--- src/rtl/dp2a_pkg.sv ---
`default_nettype none
// ----------------------------------------------------------------------------
// dp2a_pkg
// Types, constants and the binary-to-BCD step shared by the key-path ASCII
// converter.
// ----------------------------------------------------------------------------
package dp2a_pkg;

  localparam int ELEM_W     = 32;
  localparam int NUM_W      = ELEM_W - 1;
  localparam int DIGITS     = 10;
  localparam int BCD_W      = DIGITS * 4;
  localparam int DIG_IDX_W  = $clog2(DIGITS);
  localparam int DD_PER_STG = 8;
  localparam int DD_STG     = (NUM_W + DD_PER_STG - 1) / DD_PER_STG;
  localparam int CHR_W      = 7;

  localparam logic [CHR_W-1:0] ASCII_ZERO  = 7'h30;
  localparam logic [CHR_W-1:0] ASCII_NINE  = 7'h39;
  localparam logic [CHR_W-1:0] ASCII_APOS  = 7'h27;
  localparam logic [CHR_W-1:0] ASCII_SLASH = 7'h2F;
  localparam logic [CHR_W-1:0] ASCII_NUL   = 7'h00;

  typedef struct packed {
    logic [ELEM_W-1:0] path_element;
    logic              is_final_element;
  } in_t;

  typedef struct packed {
    logic [CHR_W-1:0] ascii_char;
    logic             run_end;
  } out_t;

  typedef logic [DIGITS-1:0][3:0] bcd_t;

  typedef struct packed {
    bcd_t             bcd;
    logic [NUM_W-1:0] bin;
    logic             hard;
    logic             fin;
  } stg_t;

  typedef enum logic [1:0] {
    PH_DIG,
    PH_APOS,
    PH_SEP
  } phase_t;

  // One shift-add-3 iteration: correct each BCD digit, then shift in the
  // next binary bit.
  function automatic stg_t dd_step(stg_t s);
    stg_t             r;
    bcd_t             adj;
    logic [BCD_W-1:0] flat;
    r   = s;
    adj = s.bcd;
    for (int d = 0; d < DIGITS; d++) begin
      if (s.bcd[d] >= 4'd5) begin
        adj[d] = s.bcd[d] + 4'd3;
      end
    end
    flat  = adj;
    r.bcd = {flat[BCD_W-2:0], s.bin[NUM_W-1]};
    r.bin = {s.bin[NUM_W-2:0], 1'b0};
    return r;
  endfunction

endpackage
`default_nettype wire

--- src/rtl/derivation_path_to_ascii_core.sv ---
`default_nettype none
// Path: the first character of an element reaches out_data through the input
//   register, the 4 BCD stages, the serializer load and the output register.
// Throughput: one character per cycle, set by the single-character output
//   channel, while out_ready allows; an element is 2 to 12 characters.
// Reset: rst_n clears all valid bits and the serializer; data regs hold.
// ----------------------------------------------------------------------------
// derivation_path_to_ascii_core
// Converts one 32-bit key-path element per transaction into its ASCII text:
// decimal digits, an optional apostrophe, then '/' or a NUL terminator.
// ----------------------------------------------------------------------------
module derivation_path_to_ascii_core
  import dp2a_pkg::*;
(
  input  wire  clk,
  input  wire  rst_n,
  input  wire  in_valid,
  output logic in_ready,
  input  in_t  in_data,
  output logic out_valid,
  input  wire  out_ready,
  output out_t out_data
);

  // --------------------------------------------------------------------------
  // Conversion pipeline. Stage 0 is the input register; stages 1..DD_STG
  // each run up to DD_PER_STG shift-add-3 iterations on the element's low
  // 31 bits. Valid bits travel with the data and a stage advances only when
  // the stage after it can take its contents, so nothing is lost on a stall.
  // --------------------------------------------------------------------------
  stg_t              stg_r   [DD_STG+1];
  stg_t              stg_nxt [DD_STG+1];
  logic [DD_STG:0]   v_r;
  logic [DD_STG:0]   rdy;

  // Serializer state
  logic              ser_busy_r, ser_busy_nxt;
  phase_t            phase_r, phase_nxt;
  logic [DIG_IDX_W-1:0] dig_r, dig_nxt;
  bcd_t              bcd_r;
  logic              hard_r;
  logic              fin_r;
  logic              ser_take;
  logic              ser_load;
  logic              emit;
  logic [DIG_IDX_W-1:0] top_dig;

  // Output register
  logic              out_valid_r, out_valid_nxt;
  out_t              out_r, out_nxt;

  // Stage 0 takes the raw element: empty BCD, number bits left-aligned.
  always_comb begin
    stg_nxt[0].bcd  = '0;
    stg_nxt[0].bin  = in_data.path_element[NUM_W-1:0];
    stg_nxt[0].hard = in_data.path_element[ELEM_W-1];
    stg_nxt[0].fin  = in_data.is_final_element;
    for (int k = 1; k <= DD_STG; k++) begin
      stg_nxt[k] = stg_r[k-1];
      for (int i = 0; i < DD_PER_STG; i++) begin
        if ((k - 1) * DD_PER_STG + i < NUM_W) begin
          stg_nxt[k] = dd_step(stg_nxt[k]);
        end
      end
    end
  end

  // Ready chain: a stage can load when it is empty or drains this cycle.
  always_comb begin
    rdy[DD_STG] = !v_r[DD_STG] || ser_take;
    for (int k = DD_STG - 1; k >= 0; k--) begin
      rdy[k] = !v_r[k] || rdy[k+1];
    end
  end

  assign in_ready = rdy[0];

  always_ff @(posedge clk) begin
    if (!rst_n) begin
      v_r <= '0;
    end else begin
      if (rdy[0]) begin
        v_r[0] <= in_valid;
      end
      for (int k = 1; k <= DD_STG; k++) begin
        if (rdy[k]) begin
          v_r[k] <= v_r[k-1];
        end
      end
    end
  end

  always_ff @(posedge clk) begin
    for (int k = 0; k <= DD_STG; k++) begin
      if (rdy[k]) begin
        stg_r[k] <= stg_nxt[k];
      end
    end
  end

  // --------------------------------------------------------------------------
  // Serializer. Holds one converted element and walks it out one character
  // per cycle as out_ready allows: digits from the most significant nonzero
  // one down, then the hardened apostrophe, then the separator. A new element
  // loads in the same cycle the separator leaves, so elements run gap-free.
  // --------------------------------------------------------------------------

  // Most significant nonzero digit; zero prints as a single '0'.
  always_comb begin
    top_dig = '0;
    for (int d = 0; d < DIGITS; d++) begin
      if (stg_r[DD_STG].bcd[d] != 4'd0) begin
        top_dig = DIG_IDX_W'(d);
      end
    end
  end

  assign emit     = ser_busy_r && (!out_valid_r || out_ready);
  assign ser_take = !ser_busy_r || (emit && (phase_r == PH_SEP));
  assign ser_load = v_r[DD_STG] && ser_take;

  always_comb begin
    phase_nxt    = phase_r;
    dig_nxt      = dig_r;
    ser_busy_nxt = ser_busy_r;
    out_nxt      = out_r;
    out_valid_nxt = out_valid_r && !out_ready;
    if (emit) begin
      out_valid_nxt = 1'b1;
      case (phase_r)
        PH_DIG: begin
          out_nxt.ascii_char = ASCII_ZERO + CHR_W'(bcd_r[dig_r]);
          out_nxt.run_end    = 1'b0;
          if (dig_r == '0) begin
            phase_nxt = hard_r ? PH_APOS : PH_SEP;
          end else begin
            dig_nxt = dig_r - 1'b1;
          end
        end
        PH_APOS: begin
          out_nxt.ascii_char = ASCII_APOS;
          out_nxt.run_end    = 1'b0;
          phase_nxt          = PH_SEP;
        end
        PH_SEP: begin
          out_nxt.ascii_char = fin_r ? ASCII_NUL : ASCII_SLASH;
          out_nxt.run_end    = 1'b1;
          ser_busy_nxt       = 1'b0;
        end
        default: begin
          out_nxt.ascii_char = ASCII_NUL;
          out_nxt.run_end    = 1'b1;
          ser_busy_nxt       = 1'b0;
        end
      endcase
    end
    // Load the next element; overrides the drain of the one just finished.
    if (ser_load) begin
      ser_busy_nxt = 1'b1;
      phase_nxt    = PH_DIG;
      dig_nxt      = top_dig;
    end
  end

  always_ff @(posedge clk) begin
    if (!rst_n) begin
      ser_busy_r  <= 1'b0;
      phase_r     <= PH_DIG;
      dig_r       <= '0;
      out_valid_r <= 1'b0;
    end else begin
      ser_busy_r  <= ser_busy_nxt;
      phase_r     <= phase_nxt;
      dig_r       <= dig_nxt;
      out_valid_r <= out_valid_nxt;
    end
  end

  always_ff @(posedge clk) begin
    out_r <= out_nxt;
    if (ser_load) begin
      bcd_r  <= stg_r[DD_STG].bcd;
      hard_r <= stg_r[DD_STG].hard;
      fin_r  <= stg_r[DD_STG].fin;
    end
  end

  assign out_valid = out_valid_r;
  assign out_data  = out_r;

`ifndef SYNTH
  // Run end marks exactly the separator or terminator characters.
  a_run_end_sep: assert property (@(posedge clk) disable iff (!rst_n)
    out_valid_r |-> (out_r.run_end == ((out_r.ascii_char == ASCII_NUL) ||
                                      (out_r.ascii_char == ASCII_SLASH))))
    else $error("run_end does not match separator character");

  // Anything that is not a separator or apostrophe must be a decimal digit.
  a_digit_range: assert property (@(posedge clk) disable iff (!rst_n)
    (out_valid_r && !out_r.run_end && (out_r.ascii_char != ASCII_APOS)) |->
      ((out_r.ascii_char >= ASCII_ZERO) && (out_r.ascii_char <= ASCII_NINE)))
    else $error("non-digit character in digit position");

  // A blocked last stage holds its element until the serializer takes it.
  a_last_stage_hold: assert property (@(posedge clk) disable iff (!rst_n)
    (v_r[DD_STG] && !ser_take) |=> (v_r[DD_STG] && $stable(stg_r[DD_STG])))
    else $error("last conversion stage changed while stalled");
`endif

endmodule
`default_nettype wire
--- config.mk ---
export PLATFORM = sky130hd
export DESIGN_NAME = derivation_path_to_ascii_core
export DESIGN_NICKNAME = d
export VERILOG_FILES = /design/src/rtl/dp2a_pkg.sv /design/src/rtl/derivation_path_to_ascii_core.sv
export SDC_FILE = /design/constraint.sdc
export NUM_CORES = 1
export LEC_CHECK = 0
export BUFFER_PORTS_ARGS = -buffer_cell sky130_fd_sc_hd__buf_2
export CORE_MARGIN = 4
export CORE_UTILIZATION = 35
export CTS_CLUSTER_DIAMETER = 80
export DETAILED_ROUTE_END_ITERATION = 6
export MAX_ROUTING_LAYER = met4
export PLACE_DENSITY_LB_ADDON = 0.3
export SLEW_MARGIN = 20
export SYNTH_ARGS = -nofsm -noshare
export SYNTH_HDL_FRONTEND = slang
export SYNTH_SLANG_ARGS = --single-unit
--- constraint.sdc ---
create_clock -name clk -period 6.6 [get_ports clk]
set_clock_uncertainty 0.15 [all_clocks]
set_input_delay 1.65 -clock clk [delete_from_list [all_inputs] [get_ports clk]]
set_output_delay 1.65 -clock clk [all_outputs]
set_load 0.01 [all_outputs]
Word level (Yosys, flattened, before mapping)
Memories as Yosys holds them, arrays and structs flattened.
Index checks and enable logic that the tools add are counted.
Widths: inputs -> output; s select.
{ "op_classes": {"n_reduce_logical": 38, "n_eq_ne": 5, "addsub": 312, "bitwise_logic": 1, "muxes": 344, "magnitude_cmp": 311} }
{ "ops": {"columns": ["cell", "n"], "rows": [
  ["$ge 4x3->1 const B", 310],
  ["$mux 4", 292],
  ["$add 4x2->4 const B", 279],
  ["$add 3x2->3 const B", 31],
  ["$mux 3", 31],
  ["$reduce_bool 4->1", 9],
  ["$pmux 8 s3", 1],
  ["$bmux 4 s4", 1],
  ["$mux 1", 15],
  ["$logic_not 1->1", 8],
  ["$add 6x4->7 const A", 1],
  ["$logic_or 1x1->1", 7],
  ["$mux 6", 1],
  ["$reduce_and 3->1", 2],
  ["$reduce_bool 2->1", 3],
  ["$lt 4x5->1 const B", 1],
  ["$logic_and 1x1->1", 4],
  ["$logic_not 4->1", 1],
  ["$mux 2", 2],
  ["$ne 2x2->1 const B", 2],
  ["$pmux 2 s2", 1],
  ["$reduce_or 2->1", 2],
  ["$sub 4x1->4 const B", 1],
  ["$eq 2x1->1 const B", 1],
  ["5 further kinds", 5]
]} }
{ "totals": {"mem_bits_rw": 365, "wordCells": 1035, "inputBits": 37, "n_memories": 1, "ff_bits": 63} }
{ "mem_list": {"columns": ["name", "words", "width", "rd", "rd_ports_with_merged_regs", "wr", "line", "text"], "rows": [
  ["stg_r", 5, 73, 5, 0, 5, "derivation_path_to_ascii_core.sv:31", "stg_t stg_r [DD_STG+1];"]
]} }

Longest topological paths before layout
Gate-level depths: netlist of run 1.
An unclocked memory read counts as a cell.
{ "depth": {"word_depth": 17, "ltp_mapped": 39} }

Worst setup path before layout of run 1
Ideal clock, no wire load.
{ "synth_timing": {"path_kind": "register to register", "start": "memory stg_r[0][272] (netlist name)", "end": "memory stg_r[0][351] (netlist name) (data pin)", "path_buffers": 0, "setup_ps": 260, "path_stages_with_launch": 37, "arrival_ps": 6511, "slack_ps": -320, "cell_sequence": "edfxtp_1 > ha_1 > nand2b_1 > a21oi_1 > xnor2_1 > inv_1 > ha_1 > inv_1 > nor2_1 > o21a_1 > xnor2_1 > ha_1 > nand2b_1 > a21oi_1 > xnor2_1 > ha_1 > nand2b_1 > a21boi_0 > o2bb2ai_1 > inv_1 > ha_1 > nand2b_1 > o21ai_0 > a22o_1 > a21oi_1 > xnor2_1 > inv_1 > ha_1 > inv_1 > nor2_1 > o21ai_0 > xnor2_1 > inv_1 > ha_1 > nor2b_1 > o21ai_0 > mux2_2"} }
{ "synth_lines": {"columns": ["element", "line"], "rows": [
  ["from (decl)", "derivation_path_to_ascii_core.sv:31"]
]} }

==> results.toml, run 1 <==
[timing]
tns_ns = 0
min_period_ns = 6.32
setup_slack_ns = 0.284
hold_viol_final = 0
max_freq_mhz = 158
relSlewSlack_pct = 30.6
worst_slew_pin_slew_ns = 1.03
slew_violations = 0
finalCritPeriodShare_pct = 95.7
setup_violations = 0

[finish]
n_antenna_cell = 0
syn_to_final_growth_pct = 22.2
mostFrequentLayoutCell = "buf_4"
design_area_mm2 = 0.0309
final_net_count = 3388
final_cell_mix = "281 x buf_4, 237 x edfxtp_1, 213 x nor2_1"
final_core_util_pct = 43.2
final_layout_size_suffix_gt1_share_pct = 26.6

[worst_hold_path]
hp-class = "reg2reg"
whs_path_depth = 0
hold_end = "stg_r[0][97]"
worstHoldStart = "stg_r[0][16]"

[clock_network]
path_clk_slew_ns = 0.06
cts.sinks = 250
cts_buffers = 31
cts_tree = "built"
clk_latency_ns = 0.60
clock-root-buffer = "clkbuf_16"
htreeDepth = 1
clock_path_buffers = 3

[logic_synthesis]
syn_nets = 3096
syn_area_mm2 = 0.0253
yosys.area_share.simple_pct = 17.6
synthCells = 2859
synth_fa_ha_area_share_pct = 9.97
synth-edff-count = 237
synthDistinctLibCells = 141
synth_seq_cells = 250
synth.avg_cell_area_um2 = 8.85
synth_xor_xnor_area_share_pct = 4.49
synth_top_family_by_area = "compound AO/OA/AOI/OAI gates"
synth-async-reset-ratio_pct = 0
synth_top_flop_cell = "edfxtp_1"
ys_warn_count = 0
synth_compound_area_share_pct = 24.6
yosysSeqAreaShare_pct = 29.2
synth.area.mux_share_pct = 9.63

[floorplan]
die_w_um = 277
ios = 47
start_util_pct = 35.3
die_h_um = 277
rows = 98
dieArea_mm2 = 0.0767
core_mm2 = 0.0716

[critical_path]
required_ns = 6.80
cp_max_fo = 4
r2r-start = "stg_r[0][273]"
slowest_delay_ns = 0.41
worst_path_most_repeated_cell = "ha_2"
endpoint_kind = "flop"
regToRegSetupSlack_ns = 0.28
criticalPathCategory = "reg2reg"
rr_worst_depth = 37
cp.arrival_ns = 6.52
critical_path.slowest_cell = "edfxtp_1"
worst_setup_path_start_kind = "flop"
worstReg2RegEnd = "stg_r[0][351]"

[detailed_routing]
detail-route-antenna-nets = 0
drtPass1Iterations = 5
vias = 21349
drcViolationCount = 0
drt_wl_total_mm = 51.8
routedWlPerCell_um = 12.6
via_per_inst = 5.18
first_iter_violations = 846

[placed_design]
place.gp.congestion = 0.835
detailedPlace.worstSlack_ns = -0.269
place_hpwl_mm = 37.8
port_buffers = 45
place_area_mm2 = 0.0280

[global_route]
grt_pass1_wl_mm = 86.0
grt_overflow = 0
grt_max_degree = 43
grtUsageTotal_pct = 12.8
antenna_found_initial = 0
grt_pass1_vias = 19288

[job]
maxCapViolCount = 0

[status]
status = "completed"
==> Yosys cell counts, types with 11 or more instances <==
cell / instances / area [um2]
and2_1: 35 / 219
or3_1: 18 / 113
nand3_1: 54 / 270
o31ai_1: 11 / 82.6
nand2_1: 193 / 724
a21o_1: 33 / 248
or2_2: 15 / 93.8
dfxtp_1: 13 / 260
a21oi_1: 238 / 1190
mux2_2: 59 / 664
nor3b_1: 23 / 173
ha_1: 200 / 2500
clkbuf_1: 44 / 165
a211o_1: 15 / 131
a21boi_1: 11 / 82.6
o21bai_1: 16 / 120
a211oi_1: 27 / 203
and3_1: 23 / 144
a31oi_1: 24 / 150
nand3b_1: 15 / 113
nor2_1: 220 / 826
inv_1: 219 / 822
nor4_1: 11 / 68.8
o211ai_1: 36 / 270
o21ai_0: 163 / 816
buf_2: 19 / 95.1
nand2b_1: 89 / 557
mux2i_1: 145 / 1450
o21a_1: 32 / 240
edfxtp_1: 237 / 7120
o221ai_1: 12 / 105
nor3_1: 57 / 285
xor2_1: 18 / 158
o21ai_1: 38 / 190
xnor2_1: 95 / 832
a21boi_0: 26 / 195
nor2b_1: 55 / 344
o22ai_1: 31 / 194
==> worst max-delay path by stage <==
stage	startpoint	end	slack (ns)	depth (start not counted)
floorplan	stg_r[0][260]	stg_r[0][339]	0.002	32
global placement	stg_r[0][276]	stg_r[0][351]	-0.06	35
detailed placement	stg_r[0][256]	stg_r[0][335]	-0.27	32
CTS	stg_r[0][272]	stg_r[0][351]	0.0004	36
global route	stg_r[0][268]	stg_r[0][351]	-0.11	37
finish	stg_r[0][273]	stg_r[0][351]	0.28	37
==> flip-flops by register name, indices dropped and copies added (netlist names) <==
register	flops
fin_r	1
out_valid	1
phase_r	2
ser_busy_r	1
dig_r	4
v_r	5
out_data	7
bcd_r	40
stg_r	188
hard_r	1
==> cells by family (layout without fill, tap and decap cells) <==
kind of cell	Yosys count	after routing
buf+inv	294	610
mux	221	221
other cells	1	1
compound gates	903	903
fa+ha+maj	202	202
xor+xnor	121	121
simple gates	867	867
flops	250	250
==> metal layers <==
layer	track usage [%]	vias up	part of all wire [%]
met5	-	-	0
met4	2.39	0	1.8
met3	1.53	52	2.4
met2	22.6	217	50
met1	15.9	9868	46
li1	-	11212	-
==> per-stage QoR <==
step	hold slack, ns	std cells
after floorplan	0.250	2859
after global placement	0.251	3987
after detailed placement	0.255	3987
after CTS	0.268	4057
after global routing	0.274	4125
final	0.266	4125
==> area by class of cell <==
cell class              count  area, um2
flip-flops and latches    250       7380
clock buffers              39        826
fillers                  7054      40700
multi-input cells        2315      18100
clock inverters            18        209
inverters                 226        848
well taps                 950       1190
repair buffers            327       2350
==> worst max-delay path: cells and delay by family, from the launching register on <==
kind / cells / cell delay, ns
compound gates: 9 / 1.29
xor+xnor: 5 / 0.81
fa+ha+maj: 7 / 1.33
buf+inv: 7 / 0.68
flops: 1 / 0.41
mux: 1 / 0.30
simple gates: 8 / 1.08
==> repair_timing <==
item	4_1_cts	5_1_grt
pin swaps	9	97
hold buffers	0	0
cloned	0	0
gates resized for setup	21	297
buffers inserted	13	68
setup endpoints to repair	22	75
hold endpoints to repair	0	0
Power of run 1 is left out: the tool's default activity adds up to more than one toggle a clock period on the data nets, which glitch-free logic cannot reach.
==> run 2, diff against run 1 <==
==> constraint.sdc (replaced) <==
create_clock -name clk -period 5.8 [get_ports clk]
set_clock_uncertainty 0.15 [all_clocks]
set_input_delay 1.45 -clock clk [delete_from_list [all_inputs] [get_ports clk]]
set_output_delay 1.45 -clock clk [all_outputs]
set_load 0.01 [all_outputs]
==> run 2 against run 1 <==
Critical path depth shrank 3. Routed wire length up 23%. Die area unchanged. Final cell count up 14%. Sequential share of layout area is 4.9 points lower. First-iteration DRC count is 18% higher. Critical endpoint unchanged. Worst setup slack got worse by 0.65 ns. The flow now finishes with violations (negative setup slack). Register-to-register slack got worse by 0.65 ns. Global-route usage is 2.2 points higher. Utilization up 11 points. Non-clock buffer count grew 565. Clock-buffer cell count decreased by 3.
==> results.toml, run 2 (synthesis gave the netlist of run 1 again) <==
[floorplan]
start_util_pct = 35.3
rows = 98
dieArea_mm2 = 0.0767
ios = 47
die_w_um = 277
die_h_um = 277
core_mm2 = 0.0716

[global_route]
grt_pass1_wl_mm = 99.6
grt_max_degree = 41
grtUsageTotal_pct = 15.0
grt_overflow = 0
antenna_found_initial = 0
grt_pass1_vias = 22359

[critical_path]
slowest_delay_ns = 0.43
worstReg2RegEnd = "stg_r[0][351]"
regToRegSetupSlack_ns = -0.37
critical_path.slowest_cell = "edfxtp_1"
rr_worst_depth = 34
endpoint_kind = "flop"
cp_max_fo = 4
r2r-start = "stg_r[0][264]"
worst_setup_path_start_kind = "flop"
required_ns = 5.99
cp.arrival_ns = 6.36
criticalPathCategory = "reg2reg"

[timing]
tns_ns = -6.65
min_period_ns = 6.17
setup_slack_ns = -0.366
hold_viol_final = 0
max_freq_mhz = 162
slew_violations = 0
worst_slew_pin_slew_ns = 1.07
setup_violations = 52
relSlewSlack_pct = 28.4
whs_ns = 0.240
finalCritPeriodShare_pct = 106
rsz0062_at_grt = "true"

[detailed_routing]
detail-route-antenna-nets = 0
via_per_inst = 5.12
routedWlPerCell_um = 13.6
drcViolationCount = 0
vias = 24009
drtPass1Iterations = 5
drt_wl_total_mm = 63.7
first_iter_violations = 1000

[finish]
final_net_count = 3952
final_cell_mix = "800 x buf_4, 237 x edfxtp_1, 189 x nor2_1"
n_antenna_cell = 0
final_core_util_pct = 54.3
max_flop_register = "stg_r"
mostFrequentLayoutCell = "buf_4"
largest_reg_flops = 188
final_layout_size_suffix_gt1_share_pct = 50.1
design_area_mm2 = 0.0389
syn_to_final_growth_pct = 53.8

[worst_hold_path]
hp-class = "reg2reg"
hold_end = "stg_r[0][168]"
whs_path_depth = 0
worstHoldStart = "stg_r[0][87]"

[placed_design]
place.gp.congestion = 0.843
place_hpwl_mm = 43.9
port_buffers = 45
place_area_mm2 = 0.0328

[clock_network]
cts_hold_buf = 0
clock_path_buffers = 3
cts_tree = "built"
cts.sinks = 250
path_clk_slew_ns = 0.07
clk_latency_ns = 0.59
cts_buffers = 30
htreeDepth = 1
clock-root-buffer = "clkbuf_16"

[status]
violations = "negative setup slack"
status = "finished, violations left"

[job]
maxCapViolCount = 0
-- run 2: worst max-delay path, delay by kind of cell, from the launching register on --
kind                     cells  cell delay (ns)
AO/OA/AOI/OAI                9             1.30
multiplexers                 4             1.25
adder cells (fa/ha/maj)      5             0.91
AND/OR/NAND/NOR              7             0.82
buffers and inverters        7             0.69
flip-flops                   1             0.43
XOR/XNOR                     2             0.36
-- run 2: metal layers --
metal	vias to the layer above	routed length, um	track usage, %
li1	12328	-	-
met1	11362	27400	17.8
met2	243	33500	27.7
met3	76	1380	1.57
met4	0	1390	2.70
met5	-	0	-
-- run 2: per-stage QoR --
stage / setup slack, ns / cells
after floorplan: -0.474 / 2859
after global placement: -0.415 / 4437
after detailed placement: -0.559 / 4437
after CTS: -0.240 / 4586
after global routing: -0.650 / 4689
final: -0.366 / 4689
-- run 2: worst max-delay path by stage --
stage	cells after the start	from	end	slack, ns
after floorplan	30	stg_r[0][179]	stg_r[0][268]	-0.47
after global placement	36	stg_r[0][264]	stg_r[0][351]	-0.42
after detailed placement	34	stg_r[0][268]	stg_r[0][351]	-0.56
after CTS	35	stg_r[0][276]	stg_r[0][351]	-0.24
after global routing	36	stg_r[0][260]	stg_r[0][351]	-0.65
final	34	stg_r[0][264]	stg_r[0][351]	-0.37
-- run 2: what timing repair did --
action | CTS | global route
setup buffers | 99 | 111
gates resized for setup | 261 | 488
pin swaps | 195 | 283
setup endpoints to repair | 68 | 80
cloned | 0 | 0
-- run 2: cell type report --
class                   count  area (um2)
clock buffers              36         793
clock inverters            20         234
fillers                  6157       32700
inverters                 226         866
multi-input cells        2315       21700
flip-flops and latches    250        7380
well taps                 950        1190
repair buffers            892        6770
Power of run 2 is left out for the same reason.
